### src/rtl/med3_pkg.sv
`default_nettype none

package med3_pkg;

    // Fixed widths of the channel words
    localparam int PIX_W = 16;
    localparam int POS_W = 10;
    localparam int CFG_W = 11;

    localparam logic [CFG_W-1:0] SIZE_RESET = 11'd5;

    typedef enum logic [0:0] {
        REG_FRAME_WIDTH  = 1'b0,
        REG_FRAME_HEIGHT = 1'b1
    } cfg_reg_t;

    // Position flags of one pixel, decided when it is taken
    typedef struct packed {
        logic row_last;
        logic col_last;
        logic i_ge1;
        logic i_ge2;
        logic j_ge1;
        logic j_ge2;
    } pos_flags_t;

endpackage

`default_nettype wire

### src/rtl/med3_reduce.sv
`default_nettype none

module med3_reduce #(
    parameter int PIXEL_BITS = 16,
    parameter int COL_BITS   = 10,
    parameter int ROW_BITS   = 10
) (
    input  wire logic                       clk,
    input  wire logic                       rst_n,
    input  wire logic                       win_valid,
    input  wire logic [PIXEL_BITS-1:0]      win [9],
    input  wire logic [ROW_BITS-1:0]        win_row,
    input  wire logic [COL_BITS-1:0]        win_col,
    input  wire med3_pkg::pos_flags_t       win_flags,
    output logic                            adv,
    output logic                            out_valid,
    input  wire logic                       out_ready,
    output logic [med3_pkg::POS_W-1:0]      out_row,
    output logic [med3_pkg::POS_W-1:0]      out_col,
    output logic [med3_pkg::PIX_W-1:0]      eroded_value,
    output logic [med3_pkg::PIX_W-1:0]      dilated_value,
    output logic                            frame_last
);

    localparam logic [PIXEL_BITS-1:0] ONES = '1;

    function automatic logic [PIXEL_BITS-1:0] pmin(input logic [PIXEL_BITS-1:0] a,
                                                   input logic [PIXEL_BITS-1:0] b);
        return (a < b) ? a : b;
    endfunction

    function automatic logic [PIXEL_BITS-1:0] pmax(input logic [PIXEL_BITS-1:0] a,
                                                   input logic [PIXEL_BITS-1:0] b);
        return (a > b) ? a : b;
    endfunction

    // pending results: bit0 up/left, bit1 up/right, bit2 low/left, bit3 low/right
    logic [3:0]            pend_reg;
    logic [3:0]            pend_next;
    logic [ROW_BITS-1:0]   s3_row_reg;
    logic [COL_BITS-1:0]   s3_col_reg;
    logic                  s3_j_ge1_reg;
    logic                  s3_j_ge2_reg;
    logic [PIXEL_BITS-1:0] cmin_up_reg [3];
    logic [PIXEL_BITS-1:0] cmax_up_reg [3];
    logic [PIXEL_BITS-1:0] cmin_lo_reg [3];
    logic [PIXEL_BITS-1:0] cmax_lo_reg [3];

    logic [PIXEL_BITS-1:0] cmin_up [3];
    logic [PIXEL_BITS-1:0] cmax_up [3];
    logic [PIXEL_BITS-1:0] cmin_lo [3];
    logic [PIXEL_BITS-1:0] cmax_lo [3];
    logic [3:0]            new_pend;

    logic                          out_valid_reg;
    logic [med3_pkg::POS_W-1:0]    out_row_reg;
    logic [med3_pkg::POS_W-1:0]    out_col_reg;
    logic [med3_pkg::PIX_W-1:0]    eroded_reg;
    logic [med3_pkg::PIX_W-1:0]    dilated_reg;
    logic                          frame_last_reg;

    logic [3:0]            low_bit;
    logic                  load;
    logic                  sel_up;
    logic                  sel_right;
    logic [PIXEL_BITS-1:0] mn_src [3];
    logic [PIXEL_BITS-1:0] mx_src [3];
    logic [PIXEL_BITS-1:0] mn0;
    logic [PIXEL_BITS-1:0] mn1;
    logic [PIXEL_BITS-1:0] mx0;
    logic [PIXEL_BITS-1:0] mx1;
    logic [PIXEL_BITS-1:0] res_min;
    logic [PIXEL_BITS-1:0] res_max;
    logic [ROW_BITS-1:0]   res_row;
    logic [COL_BITS-1:0]   res_col;

    // per-column reduction; upper set is for row i-1, lower set for row i
    always_comb
    begin
        for (int c = 0; c < 3; c++)
        begin
            cmin_up[c] = pmin(pmin(win_flags.i_ge2 ? win[c] : ONES, win[3+c]), win[6+c]);
            cmax_up[c] = pmax(pmax(win_flags.i_ge2 ? win[c] : '0, win[3+c]), win[6+c]);
            cmin_lo[c] = pmin(win_flags.i_ge1 ? win[3+c] : ONES, win[6+c]);
            cmax_lo[c] = pmax(win_flags.i_ge1 ? win[3+c] : '0, win[6+c]);
        end
        new_pend[0] = win_flags.i_ge1 && win_flags.j_ge1;
        new_pend[1] = win_flags.i_ge1 && win_flags.col_last;
        new_pend[2] = win_flags.row_last && win_flags.j_ge1;
        new_pend[3] = win_flags.row_last && win_flags.col_last;
    end

    assign low_bit   = pend_reg & (~pend_reg + 4'd1);
    assign load      = (pend_reg != 4'd0) && (!out_valid_reg || out_ready);
    assign adv       = (pend_reg == 4'd0) || (((pend_reg & (pend_reg - 4'd1)) == 4'd0) && load);
    assign sel_up    = low_bit[0] || low_bit[1];
    assign sel_right = low_bit[1] || low_bit[3];

    always_comb
    begin
        if (adv)
        begin
            pend_next = win_valid ? new_pend : 4'd0;
        end
        else if (load)
        begin
            pend_next = pend_reg & ~low_bit;
        end
        else
        begin
            pend_next = pend_reg;
        end
    end

    always_ff @(posedge clk or negedge rst_n)
    begin
        if (!rst_n)
        begin
            pend_reg <= 4'd0;
        end
        else
        begin
            pend_reg <= pend_next;
        end
    end

    always_ff @(posedge clk)
    begin
        if (adv && win_valid)
        begin
            s3_row_reg   <= win_row;
            s3_col_reg   <= win_col;
            s3_j_ge1_reg <= win_flags.j_ge1;
            s3_j_ge2_reg <= win_flags.j_ge2;
            cmin_up_reg  <= cmin_up;
            cmax_up_reg  <= cmax_up;
            cmin_lo_reg  <= cmin_lo;
            cmax_lo_reg  <= cmax_lo;
        end
    end

    // combine the three columns of the selected result, clipped at the frame edges
    always_comb
    begin
        for (int c = 0; c < 3; c++)
        begin
            mn_src[c] = sel_up ? cmin_up_reg[c] : cmin_lo_reg[c];
            mx_src[c] = sel_up ? cmax_up_reg[c] : cmax_lo_reg[c];
        end
        mn0 = (!sel_right && s3_j_ge2_reg) ? mn_src[0] : ONES;
        mx0 = (!sel_right && s3_j_ge2_reg) ? mx_src[0] : '0;
        mn1 = (sel_right && !s3_j_ge1_reg) ? ONES : mn_src[1];
        mx1 = (sel_right && !s3_j_ge1_reg) ? '0 : mx_src[1];
        res_min = pmin(pmin(mn0, mn1), mn_src[2]);
        res_max = pmax(pmax(mx0, mx1), mx_src[2]);
        res_row = sel_up ? (s3_row_reg - ROW_BITS'(1)) : s3_row_reg;
        res_col = sel_right ? s3_col_reg : (s3_col_reg - COL_BITS'(1));
    end

    always_ff @(posedge clk or negedge rst_n)
    begin
        if (!rst_n)
        begin
            out_valid_reg <= 1'b0;
        end
        else if (load)
        begin
            out_valid_reg <= 1'b1;
        end
        else if (out_ready)
        begin
            out_valid_reg <= 1'b0;
        end
    end

    always_ff @(posedge clk)
    begin
        if (load)
        begin
            out_row_reg    <= med3_pkg::POS_W'(res_row);
            out_col_reg    <= med3_pkg::POS_W'(res_col);
            eroded_reg     <= med3_pkg::PIX_W'(res_min);
            dilated_reg    <= med3_pkg::PIX_W'(res_max);
            frame_last_reg <= low_bit[3];
        end
    end

    assign out_valid     = out_valid_reg;
    assign out_row       = out_row_reg;
    assign out_col       = out_col_reg;
    assign eroded_value  = eroded_reg;
    assign dilated_value = dilated_reg;
    assign frame_last    = frame_last_reg;

endmodule

`default_nettype wire

### config.mk
export PLATFORM = sky130hd
export DESIGN_NAME = med3_reduce
export DESIGN_NICKNAME = d
export VERILOG_FILES = /design/src/rtl/med3_pkg.sv /design/src/rtl/med3_reduce.sv
export SDC_FILE = /design/constraint.sdc
export NUM_CORES = 1
export LEC_CHECK = 0
export BUFFER_PORTS_ARGS = -buffer_cell sky130_fd_sc_hd__buf_2
export CAP_MARGIN = 30
export CORE_UTILIZATION = 60
export CTS_CLUSTER_DIAMETER = 200
export DETAILED_ROUTE_END_ITERATION = 12
export PLACE_DENSITY = 0.77
export SYNTH_ARGS = -nofsm -noshare
export SYNTH_HDL_FRONTEND = slang
export SYNTH_SLANG_ARGS = --single-unit
### constraint.sdc
create_clock -name clk -period 9.5 [get_ports clk]
set_clock_uncertainty 0.2 [all_clocks]
set_input_delay 0.475 -clock clk [delete_from_list [all_inputs] [get_ports clk]]
set_output_delay 0.475 -clock clk [all_outputs]
set_load 0.02 [all_outputs]
==> results.json, run 1 <==
{
  "cts_tree": "done",
  "critPathArrivalTime_ps": 7200,
  "grt_max_degree": 82,
  "layout-drive-gt1-share": 0.185,
  "htree_levels": 1,
  "seqPwrFrac": 0.301,
  "synth_top_area_share": 0.335,
  "cp.required_ps": 9680,
  "vias": 19700,
  "drc": 0,
  "ys_async_sr_fraction": 0.0184,
  "hold_viol": 0,
  "yosys-top-cells-count": "343 x ha_1, 267 x edfxtp_1, 253 x nand2_1, 169 x inv_1, 163 x mux2_2",
  "yosys-top-cells-area": "edfxtp_1 34%, ha_1 18%, mux2_2 7.7%",
  "min_period_over_period": 0.739,
  "max_stage_delay_ps": 680,
  "whs_ps": 45.3,
  "drtIter0Drc": 1680,
  "multi_input_area_mm2": 0.0147,
  "cp_max_fo": 44,
  "die_x_um": 202,
  "start_util": 0.613,
  "max-cap-violations": 0,
  "antennaDiodeCount": 0,
  "max_freq_mhz": 143,
  "outcome": "finished, final reports clean",
  "clkSlewWorstSetupHoldPaths_ps": 60,
  "grt-ovfl-total": 0,
  "area.sequential_mm2": 0.00814,
  "placed_area_mm2": 0.0255,
  "dieHeight_um": 202,
  "yosysTopAreaCell": "edfxtp_1",
  "fin_crit_ps": 7020,
  "numCtsBuffers": 30,
  "switchingPower_w": 0.00274,
  "antenna_left": 0,
  "slew_headroom": 0.166,
  "yosysWarnings": 0,
  "synth_flop_cell": "edfxtp_1",
  "maxSlewViolCount": 0,
  "io_buffers": 228,
  "synth.most_common_cell": "ha_1",
  "routedWlPerCell_um": 21.7,
  "end_kind": "register",
  "power_density_mw_per_mm2": 243,
  "pwr-share-comb": 0.518,
  "setup_ws_ps": 2480,
  "p_leak_nw": 12.2,
  "core_area_mm2": 0.0390,
  "gp_congestion": 0.952,
  "peakVddDrop_mv": 0.172,
  "place_hpwl_um": 54500,
  "rsz0062_at_grt": "no",
  "power_switching_share": 0.420,
  "pre_cts_ws_ps": 2560,
  "firstDrtPassIters": 5,
  "p_int_w": 0.00379,
  "synth.avg_cell_area_um2": 9.84,
  "ys_ff_latch": 272,
  "cp_slowest_cell": "or2_2",
  "grt_pass1_vias": 19600,
  "viasPerCell": 6.20,
  "cts_root_buffer": "clkbuf_16",
  "syn_nets": 2945,
  "antenna_found_initial": 0,
  "num_rows": 72,
  "clock_path_buffers": 3,
  "clock_power_share": 0.181,
  "yosysSeqAreaShare": 0.341,
  "worst-path-buf-inv": 3,
  "critPathTopFamily": "simple AND/OR/NAND/NOR gates",
  "path_cells": "or2_2, buf_4, nand2_1, nand2_1, nand2_1, ha_1, a21o_1, a211o_1, o211ai_1, a21oi_1, buf_4, or2_2, a211oi_1, inv_1, ha_1, a21o_1, a21o_1, a21oi_1, o21a_1, o211ai_1, nand2_1, mux2i_1",
  "die-area_mm2": 0.0406,
  "io_pins": 229,
  "worst_pin_slew_ps": 1250,
  "crit_type": "register to register",
  "clkSinkCount": 272,
  "synth-edff-count": 267,
  "tns_ps": 0,
  "grt_pass1_wl_um": 108000,
  "wirelength_um": 69100,
  "fin_area_mm2": 0.0268,
  "post_cts_buffers": 0,
  "syn-cell-area_mm2": 0.0239,
  "clkLatencyLatePin_ps": 580,
  "layout.nets": 3161,
  "area_delta_synth_final_pct": 12.3,
  "gr-usage-all-layers": 0.337,
  "finalSetupViolCount": 0,
  "worstHoldPathType": "primary input to async pin",
  "fill_cells": 3025,
  "critPathLaunchType": "register",
  "synth_cells": 2428,
  "crit_top_cell": "nand2_1",
  "ys_types": 81
}
final cells by class:
class,count,share of cell area
clock buffer,39,0.0307
clock inverter,16,0.00699
inverter,170,0.0238
multi-input combinational,1890,0.549
sequential,272,0.303
tap,518,0.0241
timing repair buffer,280,0.0623
cell families after synthesis:
| kind of cell | Yosys count | share of synthesized area |
|---|---|---|
| compound gates | 423 | 0.120 |
| xor+xnor | 17 | 0.00623 |
| fa+ha+maj | 343 | 0.180 |
| buf+inv | 266 | 0.0439 |
| flops | 272 | 0.341 |
| mux | 316 | 0.145 |
| simple gates | 791 | 0.165 |
per-stage QoR:
step                instances  total power [W]  utilization
global route             3185          0.00691        0.688
detailed placement       3100          0.00527        0.653
floorplan                2428          0.00434            -
finish                   3185          0.00652        0.688
CTS                      3181          0.00647        0.686
global placement         3098          0.00516        0.652
layer usage:
layer | up-vias | share of wire | global-route usage
li1 | 9414 | - | -
met1 | 9455 | 0.44 | 0.476
met2 | 765 | 0.47 | 0.555
met4 | 0 | 0.023 | 0.0825
met5 | - | 0 | 0
met3 | 103 | 0.066 | 0.0345
placed cells by master (no fill, tap or decap), types with 10 or more instances in the layout:
cell type,n
a211o_1,10
a211oi_1,31
a21o_1,78
a21oi_1,116
a22oi_1,16
and2_1,94
buf_2,228
buf_4,20
clkbuf_16,31
dlygate4sd3_1,26
edfxtp_1,267
ha_1,343
inv_1,169
mux2_1,69
mux2_2,163
mux2i_1,84
nand2_1,253
nand2b_1,67
nand3_1,90
nand4_1,46
nor2_1,100
nor2b_1,30
nor3_1,47
nor4_1,22
o211ai_1,28
o21a_1,20
o21ai_0,45
o22ai_1,17
xnor2_1,10
worst reg2reg max path: stages (launching register included):
cell      delay, ps
dfrtp_1         540
or2_2           680
buf_4           570
nand2_1         140
nand2_1          90
nand2_1         190
ha_1            370
a21o_1          160
a211o_1         290
o211ai_1        100
a21oi_1         100
buf_4           210
or2_2           460
a211oi_1        550
inv_1           100
ha_1            330
a21o_1          160
a21o_1          170
a21oi_1         150
o21a_1          150
o211ai_1        130
nand2_1         650
mux2i_1         350
path summary, 6_finish.rpt:
path	from	slack (ps)	cells past startpoint	endpoint
max	pend_reg[0]	2480	22	dilated_value[1]
min	rst_n	50	2	out_valid
max reg2reg	pend_reg[0]	2480	22	dilated_value[1]
min reg2reg	s3_col_reg[9]	350	1	out_col[9]
max in group asynchronous	rst_n	8910	2	pend_reg[0]
min in group clk	win[43]	70	2	cmin_lo_reg[43]
repair_timing:
item / CTS / global route
hold buffers: 26 / 0
resized for setup: 0 / 0
endpoints found under the hold margin: 32 / 0
power groups by stage:
| stage | registers (W) | logic [W] | clock network [W] |
|---|---|---|---|
| after floorplan | 0.00212 | 0.00221 | 0 |
| after global placement | 0.00198 | 0.00318 | 0 |
| after detailed placement | 0.00198 | 0.00328 | 0 |
| after CTS | 0.00197 | 0.00331 | 0.00119 |
| after global routing | 0.00199 | 0.00369 | 0.00124 |
| final | 0.00196 | 0.00338 | 0.00118 |
Note: power is estimated with default switching activity, not from simulation.
==> run 2: changes to the inputs <==
--- a/config.mk
+++ b/config.mk
@@ -7,10 +7,10 @@
 export LEC_CHECK = 0
 export BUFFER_PORTS_ARGS = -buffer_cell sky130_fd_sc_hd__buf_2
 export CAP_MARGIN = 30
-export CORE_UTILIZATION = 60
+export CORE_UTILIZATION = 56
 export CTS_CLUSTER_DIAMETER = 200
 export DETAILED_ROUTE_END_ITERATION = 12
-export PLACE_DENSITY = 0.77
+export PLACE_DENSITY = 0.75
 export SYNTH_ARGS = -nofsm -noshare
 export SYNTH_HDL_FRONTEND = slang
 export SYNTH_SLANG_ARGS = --single-unit
==> constraint.sdc (replaced) <==
create_clock -name clk -period 6.4 [get_ports clk]
set_clock_uncertainty 0.2 [all_clocks]
set_input_delay 0.32 -clock clk [delete_from_list [all_inputs] [get_ports clk]]
set_output_delay 0.32 -clock clk [all_outputs]
set_load 0.02 [all_outputs]
==> run 2 against run 1 <==
  * Global-route usage down 1.4 points
  * Sequential power up 48%
  * Power is 50% higher
  * Critical endpoint is now dilated_value[14]
  * Setup slack lost 2000 ps
  * Sequential share of layout area down 0.69 points
  * Critical path depth up 1
  * First-iteration DRC count is 14% higher
  * Combinational power rose by 51%
==> results.json, run 2 (same netlist as run 1, synthesis figures left out) <==
{
  "rsz0062_at_grt": "no",
  "seqPwrFrac": 0.295,
  "min_period_over_period": 0.920,
  "finalSetupViolCount": 0,
  "worst_pin_slew_ps": 957,
  "max-cap-violations": 0,
  "htree_levels": 1,
  "critPathLaunchType": "register",
  "drtIter0Drc": 1915,
  "crit_start": "pend_reg[0]",
  "antennaDiodeCount": 0,
  "reg2reg_slack_ps": 510,
  "maxSlewViolCount": 0,
  "numCtsBuffers": 30,
  "io_buffers": 228,
  "holdPathStages": 2,
  "clkSinkCount": 272,
  "grt_pass1_vias": 20200,
  "antenna_left": 0,
  "cp_max_fo": 27,
  "grt_max_degree": 121,
  "grt-ovfl-total": 0,
  "vias": 20100,
  "clock_path_buffers": 3,
  "routedWlPerCell_um": 21.8,
  "num_rows": 75,
  "pwr-share-comb": 0.522,
  "clkSlewWorstSetupHoldPaths_ps": 60,
  "viasPerCell": 6.16,
  "cts_root_buffer": "clkbuf_16",
  "r2r_start": "pend_reg[0]",
  "io_pins": 229,
  "cp.required_ps": 6470,
  "grt_pass1_wl_um": 111000,
  "worstHoldPathType": "primary input to register",
  "power_density_mw_per_mm2": 357,
  "die-area_mm2": 0.0435,
  "peakVddDrop_mv": 0.250,
  "wirelength_um": 71100,
  "switchingPower_w": 0.00405,
  "end_kind": "register",
  "die_x_um": 209,
  "outcome": "finished, final reports clean",
  "power_switching_share": 0.413,
  "p_int_w": 0.00576,
  "slew_headroom": 0.362,
  "core_area_mm2": 0.0420,
  "crit_type": "register to register",
  "pre_cts_ws_ps": 496,
  "start_util": 0.568,
  "setup_ws_ps": 514,
  "layout-drive-gt1-share": 0.184,
  "critPathArrivalTime_ps": 5960,
  "final_common_cell": "ha_1",
  "firstDrtPassIters": 6,
  "min-delay-start": "win[32]",
  "place_hpwl_um": 55600,
  "fin_crit_ps": 5890,
  "gp_congestion": 0.979,
  "clkLatencyLatePin_ps": 560,
  "dieHeight_um": 209,
  "p_leak_nw": 12.5,
  "antenna_found_initial": 0,
  "clock_power_share": 0.183,
  "max_freq_mhz": 170,
  "reg2reg_depth": 23,
  "reg2reg_to": "dilated_value[14]",
  "hold_viol": 0,
  "drc": 0,
  "layout.nets": 3221,
  "gr-usage-all-layers": 0.323,
  "min_to": "cmin_up_reg[32]",
  "post_cts_resize_count": 0,
  "tns_ps": 0,
  "layout_common_cells": "343 x ha_1, 267 x edfxtp_1, 253 x nand2_1",
  "area_delta_synth_final_pct": 14.9,
  "cts_tree": "done"
}
==> run 2: changes by cell type in the layout (fill, tap and decap cells not counted), moves of 2 or more <==
cell and change:
inv_6 -2, clkbuf_8 -4, clkinv_1 +4, buf_12 +5, clkinv_4 -2, bufinv_16 +2
dlygate4sd3_1 +48, clkinv_2 +2, clkinvlp_4 +2, buf_4 +11
==> run 2: area by class of cell <==
cell class / count / area (um2)
Clock inverter: 21 / 236
Multi-Input combinational cell: 1890 / 14700
Tap cell: 539 / 674
Clock buffer: 35 / 791
Timing Repair Buffer: 340 / 2260
Inverter: 170 / 638
Fill cell: 3382 / 14600
Sequential cell: 272 / 8140
==> run 2: repair_timing <==
action / CTS / global route
buffers inserted: 0 / 2
setup endpoints to repair: 0 / 12
endpoints found under the hold margin: 211 / 0
hold buffers: 74 / 0
==> run 2: power by group through the flow <==
stage | Sequential, W | Combinational, W | Clock (W)
after global placement | 0.00292 | 0.00477 | 0
final | 0.00290 | 0.00512 | 0.00179
after CTS | 0.00289 | 0.00502 | 0.00181
after global routing | 0.00294 | 0.00563 | 0.00188
after detailed placement | 0.00292 | 0.00495 | 0
after floorplan | 0.00310 | 0.00329 | 0
==> run 2: metal layers <==
layer,share of wire,vias to the layer above,wire length (um),global-route usage
met2,0.47,793,33200,0.542
met5,0,-,0,0
met4,0.027,0,1950,0.0915
met3,0.062,137,4430,0.0316
met1,0.44,9680,31500,0.445
li1,-,9527,-,-
==> run 2: per-stage QoR <==
step	instance area, um2	power, W	hold WS, ps	utilization	instances
detailed placement	25700	0.00787	-54.7	0.611	3135
global route	27500	0.0104	44.8	0.653	3267
global placement	25600	0.00769	-61.4	0.610	3133
floorplan	23900	0.00639	-176	-	2428
CTS	27400	0.00972	12.9	0.653	3265
finish	27500	0.00981	45.6	0.653	3267
==> run 2: how the worst max path moves through the flow <==
| stage | endpoint | slack (ps) |
|---|---|---|
| 2_1_floorplan | dilated_value[10] | 660 |
| 3_3_place_gp | eroded_value[4] | 470 |
| 3_5_place_dp | eroded_value[14] | 500 |
| 4_1_cts | eroded_value[14] | 490 |
| 5_1_grt | eroded_value[9] | 180 |
| 6_report | dilated_value[14] | 510 |
==> run 2: critical path, cell delays in order (launching register included) <==
cell      delay [ps]
dfrtp_1          520
or2_2            520
buf_12           250
buf_4            190
nand2_1           70
nand2_1          110
nand2_1          140
ha_1             350
nand3_1           90
nor3_1           230
nand2_1          110
nand2_1          480
o22ai_1          190
a211oi_1         400
inv_1             90
ha_1             300
nor2b_1          150
o21a_1           120
o21ai_0           70
a211o_1          270
o211ai_1         250
nand2_1          110
buf_4            200
mux2i_1          140
==> run 3: changes to the inputs <==
--- a/config.mk
+++ b/config.mk
@@ -7,10 +7,10 @@
 export LEC_CHECK = 0
 export BUFFER_PORTS_ARGS = -buffer_cell sky130_fd_sc_hd__buf_2
 export CAP_MARGIN = 30
-export CORE_UTILIZATION = 56
+export CORE_UTILIZATION = 60
 export CTS_CLUSTER_DIAMETER = 200
 export DETAILED_ROUTE_END_ITERATION = 12
-export PLACE_DENSITY = 0.75
+export PLACE_DENSITY = 0.77
 export SYNTH_ARGS = -nofsm -noshare
 export SYNTH_HDL_FRONTEND = slang
 export SYNTH_SLANG_ARGS = --single-unit
==> constraint.sdc (replaced) <==
create_clock -name clk -period 6.5 [get_ports clk]
set_clock_uncertainty 0.2 [all_clocks]
set_input_delay 0.325 -clock clk [delete_from_list [all_inputs] [get_ports clk]]
set_output_delay 0.325 -clock clk [all_outputs]
set_load 0.02 [all_outputs]
==> run 3 against run 2 <==
  * Register-to-register slack lost 60 ps
  * First-iteration DRC count shrank 11%
  * Flip-flop and latch count unchanged
  * Largest power group unchanged
  * Critical path depth did not move
  * Non-clock buffer count is 2 higher
  * Final cell count is 0.64% lower
  * Cell area fell by 0.36%
  * Largest cell class unchanged
  * Combinational power is essentially flat
  * Power is 1.7% lower
==> results.json, run 3 (same netlist as run 1, synthesis figures left out) <==
{
  "outcome": "finished, final reports clean",
  "layout.nets": 3222,
  "end_kind": "register",
  "layout-drive-gt1-share": 0.185,
  "tns_ps": 0,
  "place_hpwl_um": 55400,
  "area_delta_synth_final_pct": 14.5,
  "path_cells": "or2_2, buf_12, mux2i_1, nand2b_1, inv_1, ha_1, nand3_1, nor2_1, nand2_1, nand2_1, buf_4, o22ai_1, a211oi_1, inv_1, ha_1, a21o_1, a21o_1, a21oi_1, o21a_1, o211ai_1, nand2_1, buf_12, mux2i_1",
  "p_int_w": 0.00559,
  "io_pins": 229,
  "layout_common_cells": "343 x ha_1, 267 x edfxtp_1, 253 x nand2_1",
  "max-cap-violations": 0,
  "antenna_found_initial": 0,
  "firstDrtPassIters": 5,
  "cts_root_buffer": "clkbuf_16",
  "core_area_mm2": 0.0390,
  "drtIter0Drc": 1708,
  "die-area_mm2": 0.0406,
  "holdPathStages": 2,
  "htree_levels": 1,
  "power_switching_share": 0.421,
  "clock_path_buffers": 3,
  "numCtsBuffers": 29,
  "antennaDiodeCount": 0,
  "grt_max_degree": 111,
  "max_stage_delay_ps": 630,
  "post_cts_resize_count": 0,
  "rsz0062_at_grt": "no",
  "clkSlewWorstSetupHoldPaths_ps": 60,
  "final_common_cell": "ha_1",
  "grt_pass1_wl_um": 112000,
  "min_period_over_period": 0.930,
  "viasPerCell": 6.17,
  "slew_headroom": 0.193,
  "antenna_left": 0,
  "drc": 0,
  "peakVddDrop_mv": 0.309,
  "cp_slowest_cell": "or2_2",
  "finalSetupViolCount": 0,
  "die_x_um": 202,
  "p_leak_nw": 12.4,
  "switchingPower_w": 0.00406,
  "routedWlPerCell_um": 22.0,
  "pwr-share-comb": 0.528,
  "critical_path_depth": 23,
  "max_freq_mhz": 165,
  "worstHoldPathType": "primary input to register",
  "critPathLaunchType": "register",
  "num_rows": 72,
  "wirelength_um": 71400,
  "crit_top_cell": "nand2_1",
  "crit_type": "register to register",
  "grt-ovfl-total": 0,
  "cp.required_ps": 6690,
  "clkSinkCount": 272,
  "fin_crit_ps": 6040,
  "dieHeight_um": 202,
  "vias": 20000,
  "fin_area_mm2": 0.0274,
  "worst-path-buf-inv": 5,
  "seqPwrFrac": 0.298,
  "fill_cells": 2879,
  "power_density_mw_per_mm2": 352,
  "placed_area_mm2": 0.0257,
  "post_cts_buffers": 0,
  "hold_viol": 0,
  "reg2reg_depth": 23,
  "gp_congestion": 0.986,
  "start_util": 0.613,
  "critPathTopFamily": "simple AND/OR/NAND/NOR gates",
  "gr-usage-all-layers": 0.349,
  "clock_power_share": 0.174,
  "cp_max_fo": 29,
  "cts_tree": "done",
  "clkLatencyLatePin_ps": 570,
  "worst_pin_slew_ps": 1210,
  "grt_pass1_vias": 20300,
  "maxSlewViolCount": 0,
  "io_buffers": 228,
  "critPathArrivalTime_ps": 6230
}
## run 3: changes by cell type in the layout (fill, tap and decap cells not counted), moves of 2 or more
cell	previous run	this run
clkinv_4	0	2
dlygate4sd3_1	74	72
clkbuf_16	31	29
clkinv_1	4	6
clkbuf_1	4	2
buf_4	31	37
## run 3: routing by layer
| layer | up-vias | track usage | wire length, um |
|---|---|---|---|
| li1 | 9554 | - | - |
| met2 | 806 | 0.570 | 32800 |
| met4 | 0 | 0.0909 | 1730 |
| met5 | - | 0 | 0 |
| met3 | 124 | 0.0403 | 4350 |
| met1 | 9541 | 0.490 | 32400 |
## run 3: metrics by stage
step           total power (W)   util  cells  setup slack (ps)  hold slack (ps)
3_3_place_gp           0.00770  0.658   3119               559            -56.7
4_1_cts                0.00957  0.702   3246               484             3.50
3_5_place_dp           0.00785  0.659   3120               521            -48.9
6_report               0.00965  0.702   3246               457             15.6
5_1_grt                 0.0102  0.702   3246               137             22.1
2_1_floorplan          0.00629      -   2428               763             -171
## run 3: final cells by class
cell class / instances / area, um2 / share of cell area
clock buffer: 31 / 733 / 0.0268
clock inverter: 23 / 226 / 0.00828
inverter: 170 / 638 / 0.0233
multi-input combinational: 1890 / 14700 / 0.538
sequential: 272 / 8140 / 0.298
tap: 518 / 648 / 0.0237
timing repair buffer: 342 / 2250 / 0.0821
## run 3: worst reg2reg max path, delay by kind of cell (launching register included)
family / cells / cell delay (ps)
buffers and inverters: 5 / 890
AO/OA/AOI/OAI: 7 / 1200
AND/OR/NAND/NOR: 7 / 1900
multiplexers: 2 / 560
adder cells (fa/ha/maj): 2 / 630
flip-flops: 1 / 510
## run 3: path summary, 6_finish.rpt
check	from	endpoint	slack [ps]
min in group asynchronous	rst_n	out_valid	470
min	win[16]	cmin_up_reg[16]	20
max	pend_reg[0]	dilated_value[4]	460
min reg2reg	s3_row_reg[4]	out_row[4]	360
max in group asynchronous	rst_n	pend_reg[0]	5420
max reg2reg	pend_reg[0]	dilated_value[4]	460
## run 3: what timing repair did
item                                   in CTS  in global routing
hold buffers                               72                  0
endpoints found under the hold margin     209                  0
setup endpoints to repair                   0                  0
## run 3: power by group through the flow
stage	Sequential [W]	Clock, W	Combinational (W)
after floorplan	0.00306	0	0.00324
final	0.00287	0.00167	0.00510
after CTS	0.00286	0.00169	0.00502
after global placement	0.00288	0	0.00482
after detailed placement	0.00289	0	0.00496
after global routing	0.00291	0.00175	0.00554
